<file path="src/sv/hafe_pkg.sv">
// Package for the HDLC async frame encoder: config and queue entry types,
// escape and CRC constants, the CRC-16/X-25 byte update and the back-end phase.
// No dependencies.
`timescale 1ns / 1ps

package hafe_pkg;

  localparam logic [7:0]  ESC_BYTE  = 8'h7D;
  localparam logic [7:0]  FLAG_BYTE = 8'h7E;
  localparam logic [7:0]  XOR_MASK  = 8'h20;
  localparam logic [15:0] CRC_POLY  = 16'h8408;
  localparam logic [15:0] CRC_INIT  = 16'hFFFF;

  // configuration register indexes
  localparam logic [1:0] REG_START_ENABLE = 2'd0;
  localparam logic [1:0] REG_START_FLAG   = 2'd1;
  localparam logic [1:0] REG_END_FLAG     = 2'd2;

  typedef struct packed {
    logic       start_enable;
    logic [7:0] start_flag;
    logic [7:0] end_flag;
  } cfg_t;

  // one classified request handed from front to back
  typedef struct packed {
    logic        has_start;
    logic [7:0]  start_byte;
    logic [7:0]  data;
    logic        last;
    logic [15:0] fcs;
    logic [7:0]  end_byte;
  } entry_t;

  typedef enum logic [2:0] {
    PH_START,
    PH_DATA,
    PH_FCS_LO,
    PH_FCS_HI,
    PH_END
  } phase_t;

  // reflected CRC-16 update over one byte, LSB first
  function automatic logic [15:0] crc_byte(input logic [15:0] crc, input logic [7:0] b);
    logic [15:0] c;
    c = crc ^ {8'h00, b};
    for (int k = 0; k < 8; k++) begin
      c = c[0] ? ((c >> 1) ^ CRC_POLY) : (c >> 1);
    end
    return c;
  endfunction

endpackage

</file>
<file path="src/sv/hafe_if.sv">
// Valid/ready channel interfaces for payload input and framed byte output.
// No dependencies.
`timescale 1ns / 1ps

interface hafe_in_if;
  logic       valid;
  logic       ready;
  logic [7:0] data_byte;
  logic       data_last;

  modport source (output valid, data_byte, data_last, input ready);
  modport sink   (input valid, data_byte, data_last, output ready);
endinterface

interface hafe_out_if;
  logic       valid;
  logic       ready;
  logic [7:0] out_byte;
  logic       out_last;

  modport source (output valid, out_byte, out_last, input ready);
  modport sink   (input valid, out_byte, out_last, output ready);
endinterface

</file>
<file path="src/sv/hafe_front.sv">
// Front end: accepts payload requests, keeps the running CRC and frame state,
// and builds one queue entry per byte. Depends on hafe_pkg and hafe_in_if.
`timescale 1ns / 1ps

module hafe_front
  import hafe_pkg::*;
(
  input  logic          clk,
  input  logic          rst_n,
  hafe_in_if.sink       in_ch,
  input  cfg_t          cfg,
  input  logic          push_ready,
  output logic          push_valid,
  output entry_t        push_entry
);

  logic [15:0] crc_r, crc_nxt;
  logic        open_r, open_nxt;
  logic [15:0] crc_upd;
  logic        accept;

  // take a request whenever the queue has room
  assign in_ch.ready = push_ready;
  assign accept      = in_ch.valid && push_ready;
  assign push_valid  = accept;

  // restart the CRC on a frame's first byte
  assign crc_upd = crc_byte(open_r ? crc_r : CRC_INIT, in_ch.data_byte);

  // classify the byte into a queue entry
  always_comb begin
    push_entry.has_start  = !open_r && cfg.start_enable;
    push_entry.start_byte = cfg.start_flag;
    push_entry.data       = in_ch.data_byte;
    push_entry.last       = in_ch.data_last;
    push_entry.fcs        = ~crc_upd;
    push_entry.end_byte   = cfg.end_flag;
  end

  // advance the frame state
  always_comb begin
    crc_nxt  = crc_r;
    open_nxt = open_r;
    if (accept) begin
      if (in_ch.data_last) begin
        crc_nxt  = CRC_INIT;
        open_nxt = 1'b0;
      end else begin
        crc_nxt  = crc_upd;
        open_nxt = 1'b1;
      end
    end
  end

  always_ff @(posedge clk) begin
    if (!rst_n) begin
      crc_r  <= CRC_INIT;
      open_r <= 1'b0;
    end else begin
      crc_r  <= crc_nxt;
      open_r <= open_nxt;
    end
  end

endmodule

</file>
<file path="src/sv/hafe_queue.sv">
// Short register queue of classified requests between front and back end.
// Depends on hafe_pkg.
`timescale 1ns / 1ps

module hafe_queue
  import hafe_pkg::*;
#(
  parameter int DEPTH = 2
) (
  input  logic   clk,
  input  logic   rst_n,
  input  logic   push_valid,
  input  entry_t push_entry,
  output logic   push_ready,
  output logic   head_valid,
  output entry_t head_entry,
  input  logic   pop
);

  localparam int PW = (DEPTH > 1) ? $clog2(DEPTH) : 1;
  localparam int CW = $clog2(DEPTH + 1);

  entry_t          slots_r [DEPTH];
  logic [PW-1:0]   wr_ptr_r, wr_ptr_nxt;
  logic [PW-1:0]   rd_ptr_r, rd_ptr_nxt;
  logic [CW-1:0]   count_r, count_nxt;
  logic            do_push, do_pop;

  assign push_ready = (count_r != CW'(DEPTH));
  assign head_valid = (count_r != '0);
  assign head_entry = slots_r[rd_ptr_r];
  assign do_push    = push_valid && push_ready;
  assign do_pop     = pop && head_valid;

  // advance pointers with wrap at the depth
  always_comb begin
    wr_ptr_nxt = wr_ptr_r;
    rd_ptr_nxt = rd_ptr_r;
    count_nxt  = count_r;
    if (do_push) begin
      wr_ptr_nxt = (wr_ptr_r == PW'(DEPTH - 1)) ? '0 : wr_ptr_r + PW'(1);
    end
    if (do_pop) begin
      rd_ptr_nxt = (rd_ptr_r == PW'(DEPTH - 1)) ? '0 : rd_ptr_r + PW'(1);
    end
    if (do_push && !do_pop) begin
      count_nxt = count_r + CW'(1);
    end else if (do_pop && !do_push) begin
      count_nxt = count_r - CW'(1);
    end
  end

  always_ff @(posedge clk) begin
    if (!rst_n) begin
      wr_ptr_r <= '0;
      rd_ptr_r <= '0;
      count_r  <= '0;
    end else begin
      wr_ptr_r <= wr_ptr_nxt;
      rd_ptr_r <= rd_ptr_nxt;
      count_r  <= count_nxt;
    end
  end

  // store payload, no reset needed
  always_ff @(posedge clk) begin
    if (do_push) begin
      slots_r[wr_ptr_r] <= push_entry;
    end
  end

endmodule

</file>
<file path="src/sv/hafe_back.sv">
// Back end: walks each queue entry through its start flag if any, escaped data
// and, on a last entry, escaped FCS and end flag, one byte per cycle unless
// out_ch stalls, into the output register. Depends on hafe_pkg and hafe_out_if.
`timescale 1ns / 1ps

module hafe_back
  import hafe_pkg::*;
(
  input  logic      clk,
  input  logic      rst_n,
  input  logic      head_valid,
  input  entry_t    head_entry,
  output logic      pop,
  hafe_out_if.source out_ch
);

  phase_t      phase_r, phase_nxt;
  logic        esc_r, esc_nxt;
  logic        out_valid_r, out_valid_nxt;
  logic [7:0]  out_byte_r, out_byte_nxt;
  logic        out_last_r, out_last_nxt;
  phase_t      eff_phase;
  logic [7:0]  cur_byte;
  logic        escapable;
  logic        need_esc;
  logic        load;

  // skip the start phase when the entry carries no start flag
  assign eff_phase = (phase_r == PH_START && !head_entry.has_start) ? PH_DATA : phase_r;
  assign load      = head_valid && (!out_valid_r || out_ch.ready);

  // pick the byte of the current phase
  always_comb begin
    case (eff_phase)
      PH_START:  cur_byte = head_entry.start_byte;
      PH_DATA:   cur_byte = head_entry.data;
      PH_FCS_LO: cur_byte = head_entry.fcs[7:0];
      PH_FCS_HI: cur_byte = head_entry.fcs[15:8];
      PH_END:    cur_byte = head_entry.end_byte;
      default:   cur_byte = head_entry.data;
    endcase
  end

  assign escapable = (eff_phase == PH_DATA) || (eff_phase == PH_FCS_LO) ||
                     (eff_phase == PH_FCS_HI);
  assign need_esc  = escapable && !esc_r && (cur_byte inside {ESC_BYTE, FLAG_BYTE});

  // next phase and escape state
  always_comb begin
    phase_nxt = phase_r;
    esc_nxt   = esc_r;
    pop       = 1'b0;
    if (load) begin
      if (need_esc) begin
        esc_nxt = 1'b1;
      end else begin
        esc_nxt = 1'b0;
        case (eff_phase)
          PH_START:  phase_nxt = PH_DATA;
          PH_DATA: begin
            if (head_entry.last) begin
              phase_nxt = PH_FCS_LO;
            end else begin
              phase_nxt = PH_START;
              pop       = 1'b1;
            end
          end
          PH_FCS_LO: phase_nxt = PH_FCS_HI;
          PH_FCS_HI: phase_nxt = PH_END;
          PH_END: begin
            phase_nxt = PH_START;
            pop       = 1'b1;
          end
          default:   phase_nxt = PH_START;
        endcase
      end
    end
  end

  // output register contents
  always_comb begin
    out_valid_nxt = out_valid_r;
    out_byte_nxt  = out_byte_r;
    out_last_nxt  = out_last_r;
    if (out_ch.ready) begin
      out_valid_nxt = 1'b0;
    end
    if (load) begin
      out_valid_nxt = 1'b1;
      out_last_nxt  = (eff_phase == PH_END);
      if (esc_r) begin
        out_byte_nxt = cur_byte ^ XOR_MASK;
      end else if (need_esc) begin
        out_byte_nxt = ESC_BYTE;
      end else begin
        out_byte_nxt = cur_byte;
      end
    end
  end

  always_ff @(posedge clk) begin
    if (!rst_n) begin
      phase_r     <= PH_START;
      esc_r       <= 1'b0;
      out_valid_r <= 1'b0;
    end else begin
      phase_r     <= phase_nxt;
      esc_r       <= esc_nxt;
      out_valid_r <= out_valid_nxt;
    end
  end

  always_ff @(posedge clk) begin
    out_byte_r <= out_byte_nxt;
    out_last_r <= out_last_nxt;
  end

  assign out_ch.valid    = out_valid_r;
  assign out_ch.out_byte = out_byte_r;
  assign out_ch.out_last = out_last_r;

endmodule

</file>
<file path="src/sv/hdlc_async_frame_encoder_unit.sv">
// HDLC async frame encoder with CRC-16/X-25 FCS. Payload bytes enter one per
// request on in_ch with a last-byte marker; framed bytes leave on out_ch, the end
// flag marked last. A front end accepts a byte and updates the CRC; a back-end
// sequencer emits one output byte per cycle while out_ch is not stalled, so a
// payload byte becomes one output byte, or two when it is 0x7D or 0x7E, plus the
// start flag, when enabled, on a frame's first byte and two to four FCS bytes and
// the end flag on its last. A queue of QDEPTH entries lets the input keep flowing
// while the output stalls, until the queue is full. Configuration (start_enable,
// start_flag, end_flag) is written on cfg_*; an unknown index is ignored.
// Depends on hafe_pkg, hafe_if, hafe_front, hafe_queue and hafe_back.
`timescale 1ns / 1ps

module hdlc_async_frame_encoder_unit
  import hafe_pkg::*;
#(
  parameter int QDEPTH = 2
) (
  input  logic        clk,
  input  logic        rst_n,
  hafe_in_if.sink     in_ch,
  hafe_out_if.source  out_ch,
  input  logic        cfg_we,
  input  logic [1:0]  cfg_index,
  input  logic [7:0]  cfg_data
);

  cfg_t   cfg_r, cfg_nxt;
  logic   push_valid, push_ready;
  entry_t push_entry;
  logic   head_valid;
  entry_t head_entry;
  logic   pop;

  // decode configuration writes
  always_comb begin
    cfg_nxt = cfg_r;
    if (cfg_we) begin
      case (cfg_index)
        REG_START_ENABLE: cfg_nxt.start_enable = cfg_data[0];
        REG_START_FLAG:   cfg_nxt.start_flag   = cfg_data;
        REG_END_FLAG:     cfg_nxt.end_flag     = cfg_data;
        default:          cfg_nxt = cfg_r;
      endcase
    end
  end

  always_ff @(posedge clk) begin
    if (!rst_n) begin
      cfg_r.start_enable <= 1'b1;
      cfg_r.start_flag   <= FLAG_BYTE;
      cfg_r.end_flag     <= FLAG_BYTE;
    end else begin
      cfg_r <= cfg_nxt;
    end
  end

  hafe_front u_front (
    .clk        (clk),
    .rst_n      (rst_n),
    .in_ch      (in_ch),
    .cfg        (cfg_r),
    .push_ready (push_ready),
    .push_valid (push_valid),
    .push_entry (push_entry)
  );

  hafe_queue #(
    .DEPTH (QDEPTH)
  ) u_queue (
    .clk        (clk),
    .rst_n      (rst_n),
    .push_valid (push_valid),
    .push_entry (push_entry),
    .push_ready (push_ready),
    .head_valid (head_valid),
    .head_entry (head_entry),
    .pop        (pop)
  );

  hafe_back u_back (
    .clk        (clk),
    .rst_n      (rst_n),
    .head_valid (head_valid),
    .head_entry (head_entry),
    .pop        (pop),
    .out_ch     (out_ch)
  );

endmodule

</file>
<file path="src/flat_wrapper.sv">
// flat-port wrapper written by rule: the top's interface ports become plain ports
module hdlc_async_frame_encoder_unit_flat import hafe_pkg::*;
#(
  parameter int QDEPTH = 2
)
  (clk, rst_n, cfg_we, cfg_index, cfg_data, in_ch_valid, in_ch_data_byte, in_ch_data_last, in_ch_ready, out_ch_valid, out_ch_out_byte, out_ch_out_last, out_ch_ready);
  hafe_in_if in_ch_i ();
  hafe_out_if out_ch_i ();
  input  logic clk;
  input  logic rst_n;
  input  logic cfg_we;
  input  logic [1:0] cfg_index;
  input  logic [7:0] cfg_data;
  input wire logic [$bits(in_ch_i.valid)-1:0] in_ch_valid;
  input wire logic [$bits(in_ch_i.data_byte)-1:0] in_ch_data_byte;
  input wire logic [$bits(in_ch_i.data_last)-1:0] in_ch_data_last;
  output wire logic [$bits(in_ch_i.ready)-1:0] in_ch_ready;
  output wire logic [$bits(out_ch_i.valid)-1:0] out_ch_valid;
  output wire logic [$bits(out_ch_i.out_byte)-1:0] out_ch_out_byte;
  output wire logic [$bits(out_ch_i.out_last)-1:0] out_ch_out_last;
  input wire logic [$bits(out_ch_i.ready)-1:0] out_ch_ready;
  assign in_ch_i.valid = in_ch_valid;
  assign in_ch_i.data_byte = in_ch_data_byte;
  assign in_ch_i.data_last = in_ch_data_last;
  assign in_ch_ready = in_ch_i.ready;
  assign out_ch_valid = out_ch_i.valid;
  assign out_ch_out_byte = out_ch_i.out_byte;
  assign out_ch_out_last = out_ch_i.out_last;
  assign out_ch_i.ready = out_ch_ready;
  hdlc_async_frame_encoder_unit #(.QDEPTH(QDEPTH)) u_core (.clk(clk), .rst_n(rst_n), .in_ch(in_ch_i), .out_ch(out_ch_i), .cfg_we(cfg_we), .cfg_index(cfg_index), .cfg_data(cfg_data));
endmodule
</file>
<file path="config.mk">
export PLATFORM = sky130hd
export DESIGN_NAME = hdlc_async_frame_encoder_unit_flat
export DESIGN_NICKNAME = d
export VERILOG_FILES = /design/src/sv/hafe_pkg.sv /design/src/sv/hafe_if.sv /design/src/sv/hafe_front.sv /design/src/sv/hafe_queue.sv /design/src/sv/hafe_back.sv /design/src/sv/hdlc_async_frame_encoder_unit.sv /design/src/flat_wrapper.sv
export SDC_FILE = /design/constraint.sdc
export NUM_CORES = 1
export LEC_CHECK = 0
export ABC_AREA = 1
export BUFFER_PORTS_ARGS = -buffer_cell sky130_fd_sc_hd__buf_2
export CAP_MARGIN = 20
export CORE_ASPECT_RATIO = 1.4
export CORE_MARGIN = 4
export CORE_UTILIZATION = 40
export DETAILED_ROUTE_END_ITERATION = 8
export SLEW_MARGIN = 40
export SYNTH_ARGS = -nofsm -noshare
export SYNTH_HDL_FRONTEND = slang
export SYNTH_SLANG_ARGS = --single-unit
</file>
<file path="constraint.sdc">
create_clock -name clk -period 3.4 [get_ports clk]
set_input_delay 0.34 -clock clk [delete_from_list [all_inputs] [get_ports clk]]
set_output_delay 0.34 -clock clk [all_outputs]
set_load 0.005 [all_outputs]
</file>
==> key figures, run 1 <==
Synthesis
  – Yosys warns: 0
  – Mux cell area share after synthesis: 0.170%
  – Simple-gate share of the synthesized area: 23.5%
  – Synthesized-area fraction occupied by adder cells: 0.213%
  – Post-synthesis cell area: 5880 um2
  – Register area share after synthesis: 62.5%
  – Synth top area cells: edfxtp_1 (48%), dfxtp_1 (15%), nand2_1 (13%), inv_1 (2.9%), nor2_1 (2.4%)
  – Post-synthesis cell type with the largest combined area: edfxtp_1
  – Number of synthesized flops with an enable pin: 93
  – Cell with the most instances after synthesis: nand2_1
  – Largest family of logic cells by synthesized area: simple AND/OR/NAND/NOR gates
  – Synth Area in Compound Gates: 4.51%
  – Commonest cells in the netlist: nand2_1 (209), edfxtp_1 (93), inv_1 (46), dfxtp_1 (44), nor2_1 (38)
  – Flops & latches, synth: 137
  – Yosys cell types: 37
  – Post-synthesis xor/xnor area fraction: 3.09%
  – Syn Inst Count: 596
  – Synth top area share: 47.5%
  – Most used DFF post-synth: edfxtp_1
  – Synthesized area per cell: 9.86 um2
  – Async S/R FF share, synth: 0%
  – Syn Nets: 621

STA
  – Ratio of final minimum period to clock period: 89.7%
  – Setup Viol. Count Final: 0
  – Slew headroom: 46.7%
  – RSZ-0062 raised after global routing: false
  – Fin. Hold Viols: 0
  – Maximum clock frequency: 0.328 GHz
  – Slew Viols, Final: 0
  – Layout Skew: 0.00803 ns
  – Hold slack: 0.135 ns
  – Worst-Margin Slew: 0.800 ns
  – Final min period: 3.05 ns
  – Setup TNS: 0 ns

Worst setup path
  – CP peak stage delay: 0.41 ns
  – R2R Setup Slk: 0.35 ns
  – Worst R2R End: u_core.u_queue.count_r[1]
  – Critical path type: reg -> reg
  – Crit path cell chain: buf_4 > nand2_1 > nand3_4 > nand3_4 > nand2_2 > nor2_1 > nor2_2 > nand2_1 > nor2_1 > nand3_2 > nand3_1 > ha_1 > a21oi_1 > o21ai_0 > o21ai_0 > a21oi_1
  – Reg2reg path depth: 16
  – Slowest CP cell: buf_4
  – Startpoint types: flop
  – Largest delay share family, worst path: simple AND/OR/NAND/NOR gates
  – Worst Path Max Fanout: 42
  – CP required: 3.69 ns
  – CP endpoint kind: flop
  – WP data arrival: 3.35 ns
  – WP buf/inv: 1

Pwr
  – Cell Pwr Density: 823 nW/um2
  – VDD IR max: 417 uV
  – Leak Pwr: 0.00276 uW

Worst hold path
  – Min-delay src: in_ch_data_byte[4]
  – Hold Path Class: in -> reg
  – Worst hold stages: 1
  – WHS Endpoint: u_core.u_queue.slots_r[0][29]

Detailed routing
  – Routed length per placed instance: 14.8 um
  – Vias per cell: 4.85
  – Pre-Repair DR Iteration Count: 5
  – DRC viols: 0
  – Final ANT Viol Nets: 0
  – DR iter-0 viols: 244
  – Vias: 4042
  – Drt total wl: 12300 um

Clocking
  – H-tree depth: 4
  – Root Driver: clkbuf_16
  – Clk buf depth: 2
  – Post-cts sizing count: 0
  – Sinks on Clock Net: 137
  – Clock transition at path regs: 0.06 ns
  – CTS tree: built
  – Post-CTS Setup Inserts: 0
  – Skew-Pair Late Insertion Delay: 0.41 ns
  – Post-CTS Hold Fix Bufs: 0
  – CTS Buf Count: 17

Finish
  – Layout cells sized above 1: 16.4%
  – Area growth, synth to finish: 14.7%
  – Inserted Diodes: 0
  – Final Util: 46.6%
  – Final net count: 657

Global routing
  – GRT Total Usage: 15.5%
  – Vias in the first global route: 4092
  – Largest net degree at the start of global routing: 44
  – Remaining Overflow, GRT: 0
  – Antenna violations before repair: 0
  – First-pass GRT wire length: 20100 um

Place
  – Port buffer count: 34
  – Final HPWL DP: 8430 um
  – Final GP Congestion: 0.879

Die
  – Core Rows: 52
  – Die height: 151 um
  – Chip Width: 110 um
  – Die footprint: 16700 um2
  – Initial Util: 40.7%
  – Core area: 14400 um2
  – I/O Pins: 35

Status
  – Status: complete, no violations

Job
  – Number of max-cap violations: 0
-- state kept, by name, summed over array words and instances (netlist names), 2 cells and up, named ones only --
register,cells
u_core.cfg_r,17
u_core.u_back.out_ch.out_byte,8
u_core.u_back.phase_r,3
u_core.u_front.crc_r,16
u_core.u_queue.count_r,2
u_core.u_queue.slots_r,84
-- worst register-to-register path, stage by stage (launching register included) --
cell and delay (ns):
dfxtp_1 0.38, buf_4 0.41, nand2_1 0.18, nand3_4 0.17, nand3_4 0.10, nand2_2 0.13
nor2_1 0.07, nor2_2 0.13, nand2_1 0.06, nor2_1 0.12, nand3_2 0.21, nand3_1 0.17
ha_1 0.26, a21oi_1 0.15, o21ai_0 0.14, o21ai_0 0.21, a21oi_1 0.06
-- through the flow --
stage | instances | setup WS (ns) | power, uW | instance area, um2
2_1_floorplan | 596 | 0.565 | 3510 | 5880
3_3_place_gp | 802 | 0.571 | 3880 | 6190
3_5_place_dp | 802 | 0.458 | 3920 | 6190
4_1_cts | 834 | 0.428 | 5600 | 6730
5_1_grt | 834 | 0.0820 | 5920 | 6740
6_report | 834 | 0.349 | 5540 | 6740
-- cell usage in the layout, fill, tap and decap left out, types with 5 or more instances in the layout --
cell type	netlist	routed
inv_1	46	46
nand2_1	209	209
o22ai_1	17	17
o21ai_0	13	13
buf_4	3	5
dfxtp_1	44	44
nand2_2	6	6
clkinv_2	0	5
xor2_1	9	9
clkbuf_16	0	17
inv_2	5	5
nand4_1	11	11
nor2_1	38	36
buf_2	8	34
xnor2_1	8	8
edfxtp_1	93	93
or2_2	10	10
nand3_1	23	23
a21oi_1	10	10
-- layout make-up --
class                   count  area [um2]
fillers                  1399        7710
flip-flops and latches    137        3670
multi-input cells         384        1880
clock buffers              20         437
well taps                 189         236
repair buffers             39         208
inverters                  53         201
clock inverters            12         104
-- cell families (layout without fill, tap and decap cells) --
group                    after synthesis  in the layout
AO/OA/AOI/OAI                         46             46
XOR/XNOR                              19             19
adder cells (fa/ha/maj)                1              1
buffers and inverters                 75            124
flip-flops                           137            137
multiplexers                           1              1
AND/OR/NAND/NOR                      317            317
-- how the worst max path moves through the flow --
stage / to / cells past startpoint
finish: u_core.u_queue.count_r[1] / 16
global route: u_core.u_queue.count_r[1] / 16
CTS: u_core.u_queue.count_r[1] / 16
detailed placement: u_core.u_queue.count_r[1] / 16
global placement: u_core.u_queue.count_r[1] / 16
floorplan: u_core.u_queue.slots_r[1][0] / 4
-- report_power, final --
part,total (uW),switching [uW],leakage (uW),internal [uW]
registers,2260,114,0.00120,2150
logic,1620,1100,0.00130,519
clock network,1670,666,0.000260,999
-- routing by layer --
metal,wire [um],vias up,GRT usage [%]
li1,-,2036,-
met1,5080,1901,17.3
met2,6380,80,27.4
met3,485,25,4.04
met4,383,0,7.83
met5,0,-,0
Power figures use the tool's default switching activity.
==> inputs of run 2 (changes only) <==
clock period = 3.93 ns   (was 3.4 ns; I/O delays follow)
==> run 2 against run 1 <==
Global-route usage fell by 0.32 points. Critical path type unchanged. Cell count fell by 0.12%. Utilization barely moved.
==> key figures, run 2 (synthesis results as in run 1) <==
Global routing
  – Remaining Overflow, GRT: 0
  – Antenna violations before repair: 0
  – First-pass GRT wire length: 19700 um
  – Largest net degree at the start of global routing: 44
  – Vias in the first global route: 3879
  – GRT Total Usage: 15.2%

Clocking
  – Skew-Pair Late Insertion Delay: 0.41 ns
  – Post-CTS Hold Fix Bufs: 0
  – Sinks on Clock Net: 137
  – H-tree depth: 4
  – Clk buf depth: 2
  – Post-CTS Setup Inserts: 0
  – Root Driver: clkbuf_16
  – CTS tree: built
  – CTS Buf Count: 17
  – Clock transition at path regs: 0.06 ns
  – Post-cts sizing count: 0

Place
  – Placed Area: 6180 um2
  – Port buffer count: 34
  – Final HPWL DP: 8260 um
  – Dpl ws: 0.957 ns
  – Final GP Congestion: 0.845

Worst setup path
  – Worst Path Max Fanout: 41
  – CP peak stage delay: 0.58 ns
  – R2R Setup Slk: 0.93 ns
  – Crit path cell chain: inv_4 > nand2_1 > nand3_4 > nand2_1 > inv_1 > nand3_1 > nand4_1 > nor2_1 > nor2_1 > nand3_2 > nand3_1 > ha_1 > a21oi_1 > o21ai_0 > o21ai_0 > a21oi_1
  – Worst R2R End: u_core.u_queue.count_r[1]
  – Reg2reg path depth: 16
  – CP required: 4.23 ns
  – Startpoint types: flop
  – CP Capture Point: u_core.u_queue.count_r[1]
  – WP data arrival: 3.30 ns
  – Slowest CP cell: dfxtp_1
  – Critical path type: reg -> reg
  – CP endpoint kind: flop

Finish
  – Design Area, Final: 6740 um2
  – Most frequent cells in the layout: nand2_1 (209), edfxtp_1 (93), inv_1 (46)
  – Inserted Diodes: 0
  – Final Util: 46.7%
  – Area growth, synth to finish: 14.7%
  – Largest reg by FF count: u_core.u_queue.slots_r
  – Biggest registers after layout: u_core.u_queue.slots_r (84), u_core.cfg_r (17), u_core.u_front.crc_r (16)
  – Area of the multi-input gates: 1870 um2
  – Final net count: 656
  – Seq. cell area: 3670 um2
  – Filler Cell Count: 1361
  – Max reg flops: 84
  – Layout cells sized above 1: 16.5%
  – Most common cell after layout, fill and taps aside: nand2_1

Status
  – Status: complete, no violations

STA
  – Worst-Margin Slew: 0.803 ns
  – Fin. Hold Viols: 0
  – Ratio of final minimum period to clock period: 76.4%
  – Slew headroom: 46.1%
  – Maximum clock frequency: 0.333 GHz
  – Setup TNS: 0 ns
  – Final min period: 3.00 ns
  – Setup Viol. Count Final: 0
  – Layout Skew: 0.00502 ns
  – RSZ-0062 raised after global routing: false
  – Hold slack: 0.186 ns
  – Setup ws final: 0.929 ns
  – Slew Viols, Final: 0

Detailed routing
  – Vias: 4006
  – Final ANT Viol Nets: 0
  – DRC viols: 0
  – Vias per cell: 4.81
  – DR iter-0 viols: 255
  – Pre-Repair DR Iteration Count: 6
  – Routed length per placed instance: 14.4 um
  – Drt total wl: 12000 um

Die
  – Core Rows: 52
  – Die height: 151 um
  – I/O Pins: 35
  – Core area: 14400 um2
  – Initial Util: 40.7%
  – Die footprint: 16700 um2
  – Chip Width: 110 um

Pwr
  – Leak Pwr: 0.00276 uW
  – Cell Pwr Density: 713 nW/um2
  – VDD IR max: 309 uV

Worst hold path
  – Hold Path Class: in -> reg

Job
  – Number of max-cap violations: 0
## run 2: cell count changes in the layout (fill, tap and decap cells not counted)
| cell | change |
|---|---|
| clkinv_2 | -1 |
| inv_6 | +3 |
| buf_2 | -1 |
| nor3_1 | +1 |
| clkbuf_1 | -2 |
| nor3_2 | -1 |
## run 2: routing by layer
layer  routed length [um]  track usage (%)
met5                    0                0
met4                  331             6.90
met3                  369             3.12
met2                 6220             26.6
met1                 5100             18.0
## run 2: worst max-delay path: cells and delay by family, from the launching register on
kind	cells	cell delay [ns]
buffers and inverters	2	0.33
adder cells (fa/ha/maj)	1	0.34
flip-flops	1	0.58
AND/OR/NAND/NOR	9	1.18
AO/OA/AOI/OAI	4	0.43
## run 2: metrics by stage
step                std cells  total power (uW)
detailed placement        801              3380
global route              833              5130
global placement          801              3350
CTS                       833              4850
floorplan                 596              3030
finish                    833              4800
## run 2: how the worst min path moves through the flow
stage / cells past startpoint / to / slack, ns / from
finish: 1 / u_core.u_queue.slots_r[1][30] / 0.19 / in_ch_data_byte[5]
global route: 1 / u_core.u_queue.slots_r[1][30] / 0.18 / in_ch_data_byte[5]
CTS: 1 / u_core.u_queue.slots_r[1][30] / 0.17 / in_ch_data_byte[5]
detailed placement: 0 / u_core.u_queue.slots_r[0][6] / 0.45 / u_core.cfg_r[6]
global placement: 0 / u_core.u_queue.slots_r[0][33] / 0.44 / u_core.cfg_r[8]
floorplan: 0 / u_core.u_queue.slots_r[0][0] / 0.42 / u_core.cfg_r[0]
## run 2: layout make-up
type	count	share of cell area, %
clock buffer	18	6.37
clock inverter	14	1.86
multi-input combinational	384	27.8
timing repair buffer	38	3.01
sequential	137	54.5
inverter	53	2.99
tap	189	3.51
## run 2: power breakdown
part,internal [uW],switching (uW)
Sequential,1860,109
Combinational,445,925
Clock,872,595
